### src/rtl/bresenham_line_rasterizer_styled_macros.svh
// Assertion macros shared by the styled line rasterizer RTL.
`ifndef BRESENHAM_LINE_RASTERIZER_STYLED_MACROS_SVH
`define BRESENHAM_LINE_RASTERIZER_STYLED_MACROS_SVH

// Consequent must hold in the same cycle as the antecedent.
`define BRL_ASSERT_SAME(label, clk, rst_n, ante, cons) \
  label: assert property (@(posedge clk) disable iff (!rst_n) (ante) |-> (cons)) \
    else $error("brl: same-cycle check failed");

// Consequent must hold in the cycle after the antecedent.
`define BRL_ASSERT_NEXT(label, clk, rst_n, ante, cons) \
  label: assert property (@(posedge clk) disable iff (!rst_n) (ante) |=> (cons)) \
    else $error("brl: next-cycle check failed");

`endif

### src/rtl/brl_pkg.sv
// Types, constants and residue functions for the styled line rasterizer.
package brl_pkg;

  localparam int COORD_BITS = 11;
  localparam int DIFF_BITS  = COORD_BITS + 1;
  localparam int TMD_BITS   = COORD_BITS + 2;
  localparam int DEC_BITS   = COORD_BITS + 3;

  localparam int DOT_PERIOD  = 6;
  localparam int DASH_PERIOD = 10;
  localparam int DASH_ON     = 5;

  localparam int MOD_BITS = (COORD_BITS > 10) ? COORD_BITS - 3 : 7;
  localparam int TOP_MOD6 = (DOT_PERIOD - (2 ** (COORD_BITS - 1)) % DOT_PERIOD) % DOT_PERIOD;

  localparam logic OP_LOAD = 1'b0;
  localparam logic OP_STEP = 1'b1;

  typedef logic signed [COORD_BITS-1:0] coord_t;
  typedef logic signed [DIFF_BITS-1:0]  diff_t;
  typedef logic signed [DEC_BITS-1:0]   dec_t;
  typedef logic [TMD_BITS-1:0]          tmd_t;
  typedef logic [MOD_BITS-1:0]          modsum_t;
  typedef logic [2:0]                   res6_t;
  typedef logic [3:0]                   res10_t;

  typedef enum logic [1:0] {
    STYLE_SIMPLE = 2'd0,
    STYLE_DOTTED = 2'd1,
    STYLE_DASHED = 2'd2,
    STYLE_THICK  = 2'd3
  } style_t;

  // Mathematical residue (0 to 5) of a signed coordinate modulo the dot period.
  function automatic res6_t mod6_signed(coord_t m);
    modsum_t v;
    v = modsum_t'(m[4:0]) + (modsum_t'(m[COORD_BITS-2:5]) << 1)
      + (m[COORD_BITS-1] ? modsum_t'(TOP_MOD6) : '0);
    for (int i = MOD_BITS - 3; i >= 0; i--) begin
      if (v >= (modsum_t'(DOT_PERIOD) << i)) begin
        v = v - (modsum_t'(DOT_PERIOD) << i);
      end
    end
    return res6_t'(v);
  endfunction

  // Residue of the absolute value of a signed coordinate modulo the dash period.
  function automatic res10_t mod10_abs(coord_t m);
    logic [COORD_BITS-1:0] mu;
    logic [COORD_BITS-1:0] a;
    modsum_t v;
    mu = m;
    a  = m[COORD_BITS-1] ? (~mu + 1'b1) : mu;
    v  = modsum_t'(a[4:0]) + (modsum_t'(a[COORD_BITS-1:5]) << 1);
    for (int i = MOD_BITS - 4; i >= 0; i--) begin
      if (v >= (modsum_t'(DASH_PERIOD) << i)) begin
        v = v - (modsum_t'(DASH_PERIOD) << i);
      end
    end
    return res10_t'(v);
  endfunction

endpackage

### src/rtl/brl_in_if.sv
// Input channel interface: load and step commands for the line rasterizer.
interface brl_in_if import brl_pkg::*; ();
  logic       valid;
  logic       ready;
  logic       op;
  coord_t     start_x;
  coord_t     start_y;
  coord_t     end_x;
  coord_t     end_y;
  logic [1:0] style;

  modport source (output valid, op, start_x, start_y, end_x, end_y, style, input ready);
  modport sink   (input valid, op, start_x, start_y, end_x, end_y, style, output ready);
endinterface

### src/rtl/brl_out_if.sv
// Result channel interface: one rasterized pixel per transaction.
interface brl_out_if import brl_pkg::*; ();
  logic   valid;
  logic   ready;
  coord_t pixel_x;
  coord_t pixel_y;
  logic   plotted;
  logic   wide;
  logic   last;

  modport source (output valid, pixel_x, pixel_y, plotted, wide, last, input ready);
  modport sink   (input valid, pixel_x, pixel_y, plotted, wide, last, output ready);
endinterface

### src/rtl/bresenham_line_rasterizer_styled.sv
// Styled Bresenham line rasterizer: load and step commands in, pixels out.
//
// The in_chan channel carries commands. A load transaction (op = 0) sets up a
// new line from two endpoints and a style and produces no pixel. A step
// transaction (op = 1) produces the next pixel of the active line on out_chan,
// with plotted, wide and last flags. A step with no active line is consumed
// and produces nothing; after the pixel marked last the line is inactive.
// The pixel of a step accepted at one edge is registered and is valid on
// out_chan from that edge on. One transaction is accepted every cycle while
// in_chan.ready is high; each pixel takes a single decision-variable update,
// computed from the state registers and written back into them.
// in_chan.ready is high while the output register is empty or being taken, so
// a stalled receiver holds the pending pixel and stops new commands until it
// takes that pixel.
// Reset (rst_n low at a clock edge) empties the output register and leaves
// no line active.
module bresenham_line_rasterizer_styled import brl_pkg::*; (
  input logic       clk,
  input logic       rst_n,
  brl_in_if.sink    in_chan,
  brl_out_if.source out_chan
);

`include "bresenham_line_rasterizer_styled_macros.svh"

  coord_t cur_major_r, cur_major_nxt;
  coord_t cur_minor_r, cur_minor_nxt;
  coord_t major_end_r, major_end_nxt;
  dec_t   decision_r, decision_nxt;
  tmd_t   twice_minor_delta_r, twice_minor_delta_nxt;
  dec_t   twice_minor_minus_major_r, twice_minor_minus_major_nxt;
  logic   minor_direction_r, minor_direction_nxt;
  logic   axes_swapped_r, axes_swapped_nxt;
  style_t line_style_r, line_style_nxt;
  res6_t  dot_res_r, dot_res_nxt;
  res10_t dash_res_r, dash_res_nxt;
  logic   line_active_r, line_active_nxt;
  logic   first_pending_r, first_pending_nxt;

  logic   out_valid_r, out_valid_nxt;
  coord_t out_pixel_x_r, out_pixel_x_nxt;
  coord_t out_pixel_y_r, out_pixel_y_nxt;
  logic   out_plotted_r, out_plotted_nxt;
  logic   out_wide_r, out_wide_nxt;
  logic   out_last_r, out_last_nxt;

  logic in_fire;
  logic load_fire;
  logic step_fire;

  diff_t                 diff_x, diff_y;
  logic [COORD_BITS-1:0] abs_dx, abs_dy, dmaj, dmin;
  logic                  ld_swap, ld_reverse;
  coord_t                maj0, min0, maj1, min1;
  coord_t                ld_minor_end;
  res6_t                 r6_sx, r6_sy, r6_ex, r6_ey, r6_a0, r6_a1;
  res10_t                r10_sx, r10_sy, r10_ex, r10_ey, r10_a0, r10_a1;
  dec_t                  dmaj_s, dmin_s;

  coord_t step_major, step_minor;
  res6_t  step_dot;
  res10_t step_dash;
  logic   step_last;
  logic   step_plot;

  assign in_fire   = in_chan.valid && in_chan.ready;
  assign load_fire = in_fire && (in_chan.op == OP_LOAD);
  assign step_fire = in_fire && (in_chan.op == OP_STEP) && line_active_r;

  assign in_chan.ready    = !out_valid_r || out_chan.ready;
  assign out_chan.valid   = out_valid_r;
  assign out_chan.pixel_x = out_pixel_x_r;
  assign out_chan.pixel_y = out_pixel_y_r;
  assign out_chan.plotted = out_plotted_r;
  assign out_chan.wide    = out_wide_r;
  assign out_chan.last    = out_last_r;

  always_comb begin
    diff_x  = diff_t'(in_chan.end_x) - diff_t'(in_chan.start_x);
    diff_y  = diff_t'(in_chan.end_y) - diff_t'(in_chan.start_y);
    abs_dx  = diff_x[DIFF_BITS-1] ? COORD_BITS'(-diff_x) : COORD_BITS'(diff_x);
    abs_dy  = diff_y[DIFF_BITS-1] ? COORD_BITS'(-diff_y) : COORD_BITS'(diff_y);
    ld_swap = abs_dy > abs_dx;

    r6_sx  = mod6_signed(in_chan.start_x);
    r6_sy  = mod6_signed(in_chan.start_y);
    r6_ex  = mod6_signed(in_chan.end_x);
    r6_ey  = mod6_signed(in_chan.end_y);
    r10_sx = mod10_abs(in_chan.start_x);
    r10_sy = mod10_abs(in_chan.start_y);
    r10_ex = mod10_abs(in_chan.end_x);
    r10_ey = mod10_abs(in_chan.end_y);

    maj0   = ld_swap ? in_chan.start_y : in_chan.start_x;
    min0   = ld_swap ? in_chan.start_x : in_chan.start_y;
    maj1   = ld_swap ? in_chan.end_y : in_chan.end_x;
    min1   = ld_swap ? in_chan.end_x : in_chan.end_y;
    dmaj   = ld_swap ? abs_dy : abs_dx;
    dmin   = ld_swap ? abs_dx : abs_dy;
    r6_a0  = ld_swap ? r6_sy : r6_sx;
    r6_a1  = ld_swap ? r6_ey : r6_ex;
    r10_a0 = ld_swap ? r10_sy : r10_sx;
    r10_a1 = ld_swap ? r10_ey : r10_ex;

    ld_reverse   = maj1 < maj0;
    ld_minor_end = ld_reverse ? min0 : min1;
    dmaj_s       = dec_t'(dmaj);
    dmin_s       = dec_t'(dmin);
  end

  always_comb begin
    step_major = first_pending_r ? cur_major_r : cur_major_r + coord_t'(1);
    if (first_pending_r || decision_r[DEC_BITS-1]) begin
      step_minor = cur_minor_r;
    end else if (minor_direction_r) begin
      step_minor = cur_minor_r - coord_t'(1);
    end else begin
      step_minor = cur_minor_r + coord_t'(1);
    end

    if (first_pending_r) begin
      step_dot = dot_res_r;
    end else if (dot_res_r == res6_t'(DOT_PERIOD - 1)) begin
      step_dot = '0;
    end else begin
      step_dot = dot_res_r + res6_t'(1);
    end

    if (first_pending_r) begin
      step_dash = dash_res_r;
    end else if (cur_major_r[COORD_BITS-1]) begin
      step_dash = (dash_res_r == '0) ? res10_t'(DASH_PERIOD - 1) : dash_res_r - res10_t'(1);
    end else begin
      step_dash = (dash_res_r == res10_t'(DASH_PERIOD - 1)) ? '0 : dash_res_r + res10_t'(1);
    end

    step_last = step_major == major_end_r;

    unique case (line_style_r)
      STYLE_DOTTED: step_plot = step_dot == '0;
      STYLE_DASHED: step_plot = step_dash < res10_t'(DASH_ON);
      STYLE_SIMPLE: step_plot = 1'b1;
      STYLE_THICK:  step_plot = 1'b1;
      default:      step_plot = 1'b1;
    endcase
  end

  always_comb begin
    cur_major_nxt               = cur_major_r;
    cur_minor_nxt               = cur_minor_r;
    major_end_nxt               = major_end_r;
    decision_nxt                = decision_r;
    twice_minor_delta_nxt       = twice_minor_delta_r;
    twice_minor_minus_major_nxt = twice_minor_minus_major_r;
    minor_direction_nxt         = minor_direction_r;
    axes_swapped_nxt            = axes_swapped_r;
    line_style_nxt              = line_style_r;
    dot_res_nxt                 = dot_res_r;
    dash_res_nxt                = dash_res_r;
    line_active_nxt             = line_active_r;
    first_pending_nxt           = first_pending_r;

    if (load_fire) begin
      cur_major_nxt               = ld_reverse ? maj1 : maj0;
      cur_minor_nxt               = ld_reverse ? min1 : min0;
      major_end_nxt               = ld_reverse ? maj0 : maj1;
      minor_direction_nxt         = ld_minor_end < (ld_reverse ? min1 : min0);
      axes_swapped_nxt            = ld_swap;
      twice_minor_delta_nxt       = tmd_t'(dmin) << 1;
      twice_minor_minus_major_nxt = (dmin_s - dmaj_s) <<< 1;
      decision_nxt                = dmin_s + dmin_s - dmaj_s;
      line_style_nxt              = style_t'(in_chan.style);
      dot_res_nxt                 = ld_reverse ? r6_a1 : r6_a0;
      dash_res_nxt                = ld_reverse ? r10_a1 : r10_a0;
      line_active_nxt             = 1'b1;
      first_pending_nxt           = 1'b1;
    end else if (step_fire) begin
      cur_major_nxt     = step_major;
      cur_minor_nxt     = step_minor;
      dot_res_nxt       = step_dot;
      dash_res_nxt      = step_dash;
      first_pending_nxt = 1'b0;
      line_active_nxt   = !step_last;
      if (!first_pending_r) begin
        decision_nxt = decision_r[DEC_BITS-1] ? decision_r + dec_t'(twice_minor_delta_r)
                                              : decision_r + twice_minor_minus_major_r;
      end
    end
  end

  always_comb begin
    out_pixel_x_nxt = out_pixel_x_r;
    out_pixel_y_nxt = out_pixel_y_r;
    out_plotted_nxt = out_plotted_r;
    out_wide_nxt    = out_wide_r;
    out_last_nxt    = out_last_r;
    if (step_fire) begin
      out_valid_nxt   = 1'b1;
      out_pixel_x_nxt = axes_swapped_r ? step_minor : step_major;
      out_pixel_y_nxt = axes_swapped_r ? step_major : step_minor;
      out_plotted_nxt = step_plot || first_pending_r;
      out_wide_nxt    = line_style_r == STYLE_THICK;
      out_last_nxt    = step_last;
    end else if (out_chan.ready) begin
      out_valid_nxt = 1'b0;
    end else begin
      out_valid_nxt = out_valid_r;
    end
  end

  always_ff @(posedge clk) begin
    if (!rst_n) begin
      line_active_r   <= 1'b0;
      first_pending_r <= 1'b0;
      out_valid_r     <= 1'b0;
    end else begin
      line_active_r   <= line_active_nxt;
      first_pending_r <= first_pending_nxt;
      out_valid_r     <= out_valid_nxt;
    end
  end

  always_ff @(posedge clk) begin
    cur_major_r               <= cur_major_nxt;
    cur_minor_r               <= cur_minor_nxt;
    major_end_r               <= major_end_nxt;
    decision_r                <= decision_nxt;
    twice_minor_delta_r       <= twice_minor_delta_nxt;
    twice_minor_minus_major_r <= twice_minor_minus_major_nxt;
    minor_direction_r         <= minor_direction_nxt;
    axes_swapped_r            <= axes_swapped_nxt;
    line_style_r              <= line_style_nxt;
    dot_res_r                 <= dot_res_nxt;
    dash_res_r                <= dash_res_nxt;
    out_pixel_x_r             <= out_pixel_x_nxt;
    out_pixel_y_r             <= out_pixel_y_nxt;
    out_plotted_r             <= out_plotted_nxt;
    out_wide_r                <= out_wide_nxt;
    out_last_r                <= out_last_nxt;
  end

  `BRL_ASSERT_NEXT(a_idle_step_silent, clk, rst_n, in_fire && (in_chan.op == OP_STEP) && !line_active_r, !out_valid_r)
  `BRL_ASSERT_NEXT(a_load_arms_line, clk, rst_n, load_fire, line_active_r && first_pending_r)
  `BRL_ASSERT_SAME(a_first_needs_line, clk, rst_n, first_pending_r, line_active_r)
  `BRL_ASSERT_NEXT(a_last_ends_line, clk, rst_n, step_fire && step_last, !line_active_r && out_valid_r && out_last_r)

endmodule
### src/flat_wrapper.sv
// flat-port wrapper written by rule: the top's interface ports become plain ports
module bresenham_line_rasterizer_styled_flat import brl_pkg::*;
  (clk, rst_n, in_chan_valid, in_chan_op, in_chan_start_x, in_chan_start_y, in_chan_end_x, in_chan_end_y, in_chan_style, in_chan_ready, out_chan_valid, out_chan_pixel_x, out_chan_pixel_y, out_chan_plotted, out_chan_wide, out_chan_last, out_chan_ready);
  brl_in_if in_chan_i ();
  brl_out_if out_chan_i ();
  input logic clk;
  input logic rst_n;
  input wire logic [$bits(in_chan_i.valid)-1:0] in_chan_valid;
  input wire logic [$bits(in_chan_i.op)-1:0] in_chan_op;
  input wire logic [$bits(in_chan_i.start_x)-1:0] in_chan_start_x;
  input wire logic [$bits(in_chan_i.start_y)-1:0] in_chan_start_y;
  input wire logic [$bits(in_chan_i.end_x)-1:0] in_chan_end_x;
  input wire logic [$bits(in_chan_i.end_y)-1:0] in_chan_end_y;
  input wire logic [$bits(in_chan_i.style)-1:0] in_chan_style;
  output wire logic [$bits(in_chan_i.ready)-1:0] in_chan_ready;
  output wire logic [$bits(out_chan_i.valid)-1:0] out_chan_valid;
  output wire logic [$bits(out_chan_i.pixel_x)-1:0] out_chan_pixel_x;
  output wire logic [$bits(out_chan_i.pixel_y)-1:0] out_chan_pixel_y;
  output wire logic [$bits(out_chan_i.plotted)-1:0] out_chan_plotted;
  output wire logic [$bits(out_chan_i.wide)-1:0] out_chan_wide;
  output wire logic [$bits(out_chan_i.last)-1:0] out_chan_last;
  input wire logic [$bits(out_chan_i.ready)-1:0] out_chan_ready;
  assign in_chan_i.valid = in_chan_valid;
  assign in_chan_i.op = in_chan_op;
  assign in_chan_i.start_x = in_chan_start_x;
  assign in_chan_i.start_y = in_chan_start_y;
  assign in_chan_i.end_x = in_chan_end_x;
  assign in_chan_i.end_y = in_chan_end_y;
  assign in_chan_i.style = in_chan_style;
  assign in_chan_ready = in_chan_i.ready;
  assign out_chan_valid = out_chan_i.valid;
  assign out_chan_pixel_x = out_chan_i.pixel_x;
  assign out_chan_pixel_y = out_chan_i.pixel_y;
  assign out_chan_plotted = out_chan_i.plotted;
  assign out_chan_wide = out_chan_i.wide;
  assign out_chan_last = out_chan_i.last;
  assign out_chan_i.ready = out_chan_ready;
  bresenham_line_rasterizer_styled u_core (.clk(clk), .rst_n(rst_n), .in_chan(in_chan_i), .out_chan(out_chan_i));
endmodule
### config.mk
export PLATFORM = sky130hd
export DESIGN_NAME = bresenham_line_rasterizer_styled_flat
export DESIGN_NICKNAME = d
export VERILOG_FILES = /design/src/rtl/brl_pkg.sv /design/src/rtl/brl_in_if.sv /design/src/rtl/brl_out_if.sv /design/src/rtl/bresenham_line_rasterizer_styled.sv /design/src/flat_wrapper.sv
export VERILOG_INCLUDE_DIRS = /design/src /design/src/rtl
export SDC_FILE = /design/constraint.sdc
export NUM_CORES = 1
export LEC_CHECK = 0
export BUFFER_PORTS_ARGS = -buffer_cell sky130_fd_sc_hd__buf_2
export CAP_MARGIN = 20
export CELL_PAD_IN_SITES_DETAIL_PLACEMENT = 1
export CELL_PAD_IN_SITES_GLOBAL_PLACEMENT = 1
export CORE_MARGIN = 2
export CORE_UTILIZATION = 40
export DETAILED_ROUTE_END_ITERATION = 12
export PLACE_DENSITY_LB_ADDON = 0.1
export SYNTH_ARGS = -nofsm -noshare
export SYNTH_HDL_FRONTEND = slang
export SYNTH_SLANG_ARGS = --single-unit
### constraint.sdc
create_clock -name clk -period 12.3 [get_ports clk]
set_clock_uncertainty 0.1 [all_clocks]
set_input_delay 2.46 -clock clk [delete_from_list [all_inputs] [get_ports clk]]
set_output_delay 2.46 -clock clk [all_outputs]
set_load 0.005 [all_outputs]
==> results.yml, run 1 <==
timing:
  maxSlewViolCount: 0
  period_share: 0.936
  slew-limit-headroom: 0.354
  fmax_mhz: 86.8
  min_period_ns: 11.52
  setup_violations: 0
  hold_ws_ns: 0.449
  rsz0062_at_grt: "false"
  tightest_slew_ns: 0.956
  hold_violations: 0
  fin_setup_tns_ns: 0
routing:
  ant_nets: 0
  first_pass_iters: 5
  drt-wirelength-per-cell_um: 20.5
  dr_total_vias: 18800
  via_per_inst: 6.00
  finalWirelength_mm: 64.4
  drt-initial-drc-count: 1075
  drcViolationCount: 0
global_routing:
  grt_pass1_vias: 18700
  overflow: 0
  grt_pass1_wl_mm: 103
  antenna_found_initial: 6
  grt.total_usage: 0.255
  grt_max_degree: 53
run_status:
  outcome: "completed"
pwr:
  vdd_drop_max_mv: 0.144
  p_per_area_nw_per_um2: 290
  leakagePower_uw: 0.00850
  p_total_uw: 5920
clocking:
  root_buffer: "clkbuf_16"
  post_cts_buffers: 0
  clock-sinks: 108
  cts_buffers: 9
  cts.htree.levels: 3
  clkLatencyLatePin_ns: 0.37
  cts_tree: "done"
  clkSlewWorstSetupHoldPaths_ns: 0.09
  clk_path_buf_depth: 2
synth:
  synth_ff_type: "edfxtp_1"
  syn_area_per_cell_um2: 7.66
  syn_area_um2: 19000
  synth_fa_ha_area_frac: 0.142
  synth_fp_nets: 2735
  synthCells: 2476
  synth_cell_types: 100
  synth_top_family_by_area: "compound AO/OA/AOI/OAI gates"
  synth_compound_area_frac: 0.265
  synth_edf_count: 105
  yosysWarningCount: 0
  yosysSeqAreaShare: 0.169
  ys_ff_latch: 108
  yosys-top-cells-area: "edfxtp_1 17%, ha_1 13%, xnor2_1 6.0%, a21oi_1 5.5%, nand2_1 4.5%"
  ys_async_sr_fraction: 0
  synth_mux_area_frac: 0.0610
  yosysTopAreaCell: "edfxtp_1"
  synthXorXnorAreaFrac: 0.0911
  synth_top_area_share: 0.166
  synthSimpleGateAreaFrac: 0.218
worst_setup_path:
  startpoint_type: "input port"
  r2r_cells: 22
  worstSetupPathType: "in -> reg"
  crit_path_frequent_cell: "ha_1"
  critPathTopFamily: "simple AND/OR/NAND/NOR gates"
  end_kind: "register"
  slowest_delay_ns: 0.50
  worst_path_max_delay_cell: "a21oi_1"
  worstPathRequired_ns: 12.42
  cp.depth: 37
  path_buf_inv: 5
  crit_fanout: 12
  cp.arrival_ns: 11.64
die:
  dieArea_um2: 49200
  coreArea_um2: 46700
  pin_count: 78
  die_x_um: 222
  core.rowCount: 79
  start_util: 0.406
  die_h_um: 222
place:
  gp_congestion: 0.954
  placed_area_um2: 20100
  port_buffers: 77
  dp.final_hpwl_mm: 52.5
hold_path:
  hold_path.class: "reg -> reg"
  worst_hold_path.num_cells: 2
final_layout:
  fin_nets: 2781
  finish.instance_area_um2: 20400
  final_layout_size_suffix_gt1_frac: 0.0839
  area_growth_pct: 7.73
flow_run:
  maxCapViolCount: 0
==> tightest hold or removal path, cell delays in order (launching register included) <==
cell,delay (ns)
dfxtp_1,0.34
a21oi_1,0.07
nor2b_1,0.10
==> repair_timing <==
item | 4_1_cts | 5_1_grt
setup endpoints to repair | 0 | 2
hold buffers | 0 | 0
gates resized for setup | 0 | 1
==> synthesized netlist by cell type, types with 18 or more instances <==
master,count
mux2_2,28
a21o_1,38
a21oi_1,209
xnor2_1,130
o21ai_0,153
a31oi_1,32
xor2_1,51
nand2b_1,40
or3_1,21
o31ai_1,25
inv_1,180
clkbuf_1,59
nor2b_1,36
nor2_1,220
nand2_1,226
nor4_1,23
nor3_1,64
ha_1,195
o21a_1,27
edfxtp_1,105
nand4_1,23
mux2i_1,84
and3_1,20
or2_2,19
a211oi_1,33
nand3_1,62
o211ai_1,36
o21bai_1,18
and2_1,21
==> per-stage QoR <==
stage,setup WS [ns],cells,utilization
detailed placement,0.252,3117,0.431
floorplan,1.25,2476,-
CTS,0.590,3133,0.437
finish,0.782,3136,0.438
global route,0.0817,3135,0.438
global placement,0.496,3117,0.431
==> flip-flops by register name, summed over array words and instances (netlist names), 3 cells and up <==
| register | count |
|---|---|
| u_core.decision_r | 13 |
| u_core.twice_minor_minus_major_r | 12 |
| u_core.cur_major_r | 11 |
| u_core.cur_minor_r | 11 |
| u_core.major_end_r | 11 |
| u_core.out_chan.pixel_x | 11 |
| u_core.out_chan.pixel_y | 11 |
| u_core.twice_minor_delta_r | 11 |
| u_core.dash_res_r | 4 |
| u_core.dot_res_r | 3 |
==> where the power goes <==
part           switching (µW)  internal (µW)
logic                    3030           1900
clock network             161            147
registers                64.5            623
total                    3260           2670
==> final cells by class <==
class	count	area [µm²]
Fill cell	5829	26200
Multi-Input combinational cell	2105	14800
Sequential cell	108	3210
Tap cell	607	759
Inverter	185	694
Timing Repair Buffer	113	673
Clock buffer	9	225
Clock inverter	7	88.8
Antenna cell	2	5.00
==> cell families after synthesis <==
| kind of cell | Yosys count |
|---|---|
| xor+xnor | 188 |
| mux | 112 |
| buf+inv | 263 |
| simple gates | 843 |
| fa+ha+maj | 208 |
| compound gates | 754 |
| flops | 108 |
==> final timing paths <==
path | from | endpoint | slack, ns
worst max-delay path | in_chan_end_x[1] | u_core.dot_res_r[1] | 0.78
worst max register to register | u_core.decision_r[13] | u_core.decision_r[13] | 8.23
worst min register to register | u_core.line_active_r | u_core.line_active_r | 0.45
worst min-delay path | u_core.line_active_r | u_core.line_active_r | 0.45
==> placed cells by master (no fill, tap or decap), drive strengths merged, types with 24 or more instances in the layout <==
| cell type | count |
|---|---|
| nand2 | 226 |
| nor2 | 220 |
| a21oi | 209 |
| ha | 195 |
| inv | 187 |
| o21ai | 156 |
| xnor2 | 133 |
| buf | 112 |
| edfxtp | 105 |
| mux2i | 84 |
| nor3 | 64 |
| nand3 | 62 |
| xor2 | 51 |
| nand2b | 40 |
| a21o | 38 |
| nor2b | 36 |
| o211ai | 36 |
| a211oi | 36 |
| a31oi | 32 |
| mux2 | 28 |
| o21a | 27 |
| o31ai | 25 |
| nor4 | 24 |
==> layer usage <==
metal	track usage	vias to the layer above	wire, µm
met5	0	-	34
met4	0.0588	8	1370
met3	0.0254	70	1820
met2	0.445	238	31000
met1	0.337	9243	30200
li1	-	9259	-
Note: power is estimated with default switching activity, not from simulation.
==> inputs of run 2 (changes only) <==
clock period = 9.7 ns   (was 12.3 ns; I/O delays follow)
==> run 2 against run 1 <==
Compared with the run above: the run now ends with DRC left; cell area grew 17%; sequential share of layout area shrank 2.3 points; clock power grew 31%; wire length is 8.4% higher; sequential cell count stayed put; global-route usage grew 1.9 points; sequential power increased by 26%; utilization is 7.5 points higher; first-iteration DRC count fell by 7.8%; total power rose by 54%; worst setup slack worse by 0.51 ns; non-clock buffer count up 360; critical endpoint is now u_core.dot_res_r[2].
==> results.yml, run 2 (same netlist as run 1, synthesis figures left out) <==
run_status:
  outcome: "finished with violations"
  violations: "DRC"
hold_path:
  hold_path.class: "reg -> reg"
  whs_endpoint: "u_core.line_active_r"
  min_from: "u_core.line_active_r"
  worst_hold_path.num_cells: 2
place:
  dp_cells: 3440
  dp.final_hpwl_mm: 57.1
  gp_congestion: 0.907
  port_buffers: 77
worst_setup_path:
  crit_fanout: 6
  worstPathRequired_ns: 9.72
  startpoint_type: "input port"
  critPathTopFamily: "simple AND/OR/NAND/NOR gates"
  slowest_delay_ns: 0.48
  rr_startpoint: "u_core.decision_r[13]"
  worstSetupPathType: "in -> reg"
  timing.reg2reg.setup_slack_ns: 5.67
  crit_path_frequent_cell: "ha_1"
  reg2reg_to: "u_core.decision_r[13]"
  r2r_cells: 22
  worst_path_max_delay_cell: "fa_2"
  cp.arrival_ns: 9.45
  path_buf_inv: 6
  end_kind: "register"
routing:
  first_pass_iters: 9
  dr_total_vias: 20300
  ant_nets: 0
  drt-wirelength-per-cell_um: 20.0
  drt-initial-drc-count: 991
  via_per_inst: 5.80
  drcViolationCount: 7
  finalWirelength_mm: 69.8
clocking:
  clock-sinks: 108
  clk_path_buf_depth: 2
  clkSlewWorstSetupHoldPaths_ns: 0.09
  clkLatencyLatePin_ns: 0.39
  root_buffer: "clkbuf_16"
  cts_buffers: 9
  cts_tree: "done"
  holdBufCountCts: 0
  cts.htree.levels: 3
final_layout:
  reg_top3: "u_core.decision_r (13), u_core.twice_minor_minus_major_r (12)"
  fin_nets: 3142
  diodes: 0
  final_layout_size_suffix_gt1_frac: 0.240
  final_common_cell: "buf_4"
  largest_reg_flops: 13
  utilization: 0.513
  fin_cells: 3495
  layout_common_cells: "387 x buf_4, 219 x nand2_1, 214 x nor2_1, 182 x a21oi_1, 181 x ha_1"
  fillers: 5770
  regMostFlops: "u_core.decision_r"
  area_growth_pct: 26.2
pwr:
  p_int_uw: 4530
  power.share.sequential: 0.095
  p_per_area_nw_per_um2: 381
  comb_power_share: 0.861
  pwr-share-clk: 0.044
  power.switching_uw: 4590
  switching_share: 0.504
  p_total_uw: 9110
  leakagePower_uw: 0.0104
  vdd_drop_max_mv: 0.189
global_routing:
  antenna_found_initial: 2
  grt_pass1_vias: 21000
  overflow: 0
  grt.total_usage: 0.273
  grt_max_degree: 51
  met1_usage: 0.349
  busiest_layer: "met2"
  met2_usage: 0.496
  grt_pass1_wl_mm: 111
  gr-usage-met3: 0.0196
die:
  pin_count: 78
  dieArea_um2: 49200
  die_h_um: 222
  start_util: 0.406
  die_x_um: 222
  core.rowCount: 79
  coreArea_um2: 46700
timing:
  period_share: 0.972
  fin_setup_tns_ns: 0
  slew-limit-headroom: 0.428
  hold_violations: 0
  fmax_mhz: 106
  maxSlewViolCount: 0
  tightest_slew_ns: 0.856
  min_period_ns: 9.43
  setup_violations: 0
flow_run:
  maxCapViolCount: 0
-- run 2: layout make-up --
type,count,area [µm²],area share
multi-input cells,2106,15500,0.648
repair buffers,473,3440,0.144
flip-flops and latches,108,3210,0.134
well taps,607,759,0.0317
inverters,185,699,0.0292
clock buffers,9,225,0.00941
clock inverters,7,91.3,0.00382
-- run 2: per-layer routing --
layer  part of all wire  vias up  wire (µm)
met5            0.00023        -         16
met1               0.45     9898      31600
met2               0.49      302      34400
met3              0.026       99       1850
met4              0.028        2       1960
li1                   -     9977          -
-- run 2: how the worst max path moves through the flow --
stage / cells past startpoint / endpoint / from / slack [ns]
floorplan: 48 / u_core.minor_direction_r / in_chan_end_y[0] / -0.0002
finish: 39 / u_core.dot_res_r[2] / in_chan_end_x[1] / 0.27
global placement: 38 / u_core.dot_res_r[2] / in_chan_end_x[1] / -0.24
CTS: 38 / u_core.dot_res_r[2] / in_chan_end_x[1] / 0.002
global route: 42 / u_core.minor_direction_r / in_chan_end_y[0] / -0.16
detailed placement: 46 / u_core.minor_direction_r / in_chan_end_y[0] / -0.50
-- run 2: through the flow --
stage	setup WS, ns	cell area (µm²)	hold WS [ns]
floorplan	-0.000226	19100	0.378
global placement	-0.236	22600	0.395
detailed placement	-0.502	22700	0.417
CTS	0.00189	23000	0.431
global route	-0.163	23900	0.466
finish	0.272	23900	0.428
-- run 2: timing repair --
action	4_1_cts	5_1_grt
buffers inserted	4	32
pin swaps	1	54
gates cloned	0	3
hold endpoints to repair	0	0
setup endpoints to repair	5	10
gates resized for setup	5	153
-- run 2: worst reg2reg max path, stage by stage (launching register included) --
cell	delay, ns
edfxtp_1	0.33
buf_4	0.27
mux2_2	0.38
ha_1	0.20
inv_1	0.07
fa_1	0.21
inv_1	0.06
a21oi_1	0.17
o21ai_0	0.12
and2_1	0.18
o21ai_0	0.15
nand2b_1	0.11
and2_1	0.18
o21ai_0	0.17
nand2b_1	0.10
and2_1	0.17
o21a_1	0.19
o21ai_0	0.15
nand2b_1	0.08
a21oi_1	0.18
xor2_1	0.08
nand2_1	0.06
o31ai_1	0.07
-- run 2: power by group through the flow --
stage | clock network [µW] | logic [µW] | registers, µW
detailed placement | 0 | 7220 | 879
finish | 403 | 7840 | 868
CTS | 411 | 7310 | 868
global route | 427 | 8620 | 880
global placement | 0 | 6920 | 869
floorplan | 0 | 4670 | 844
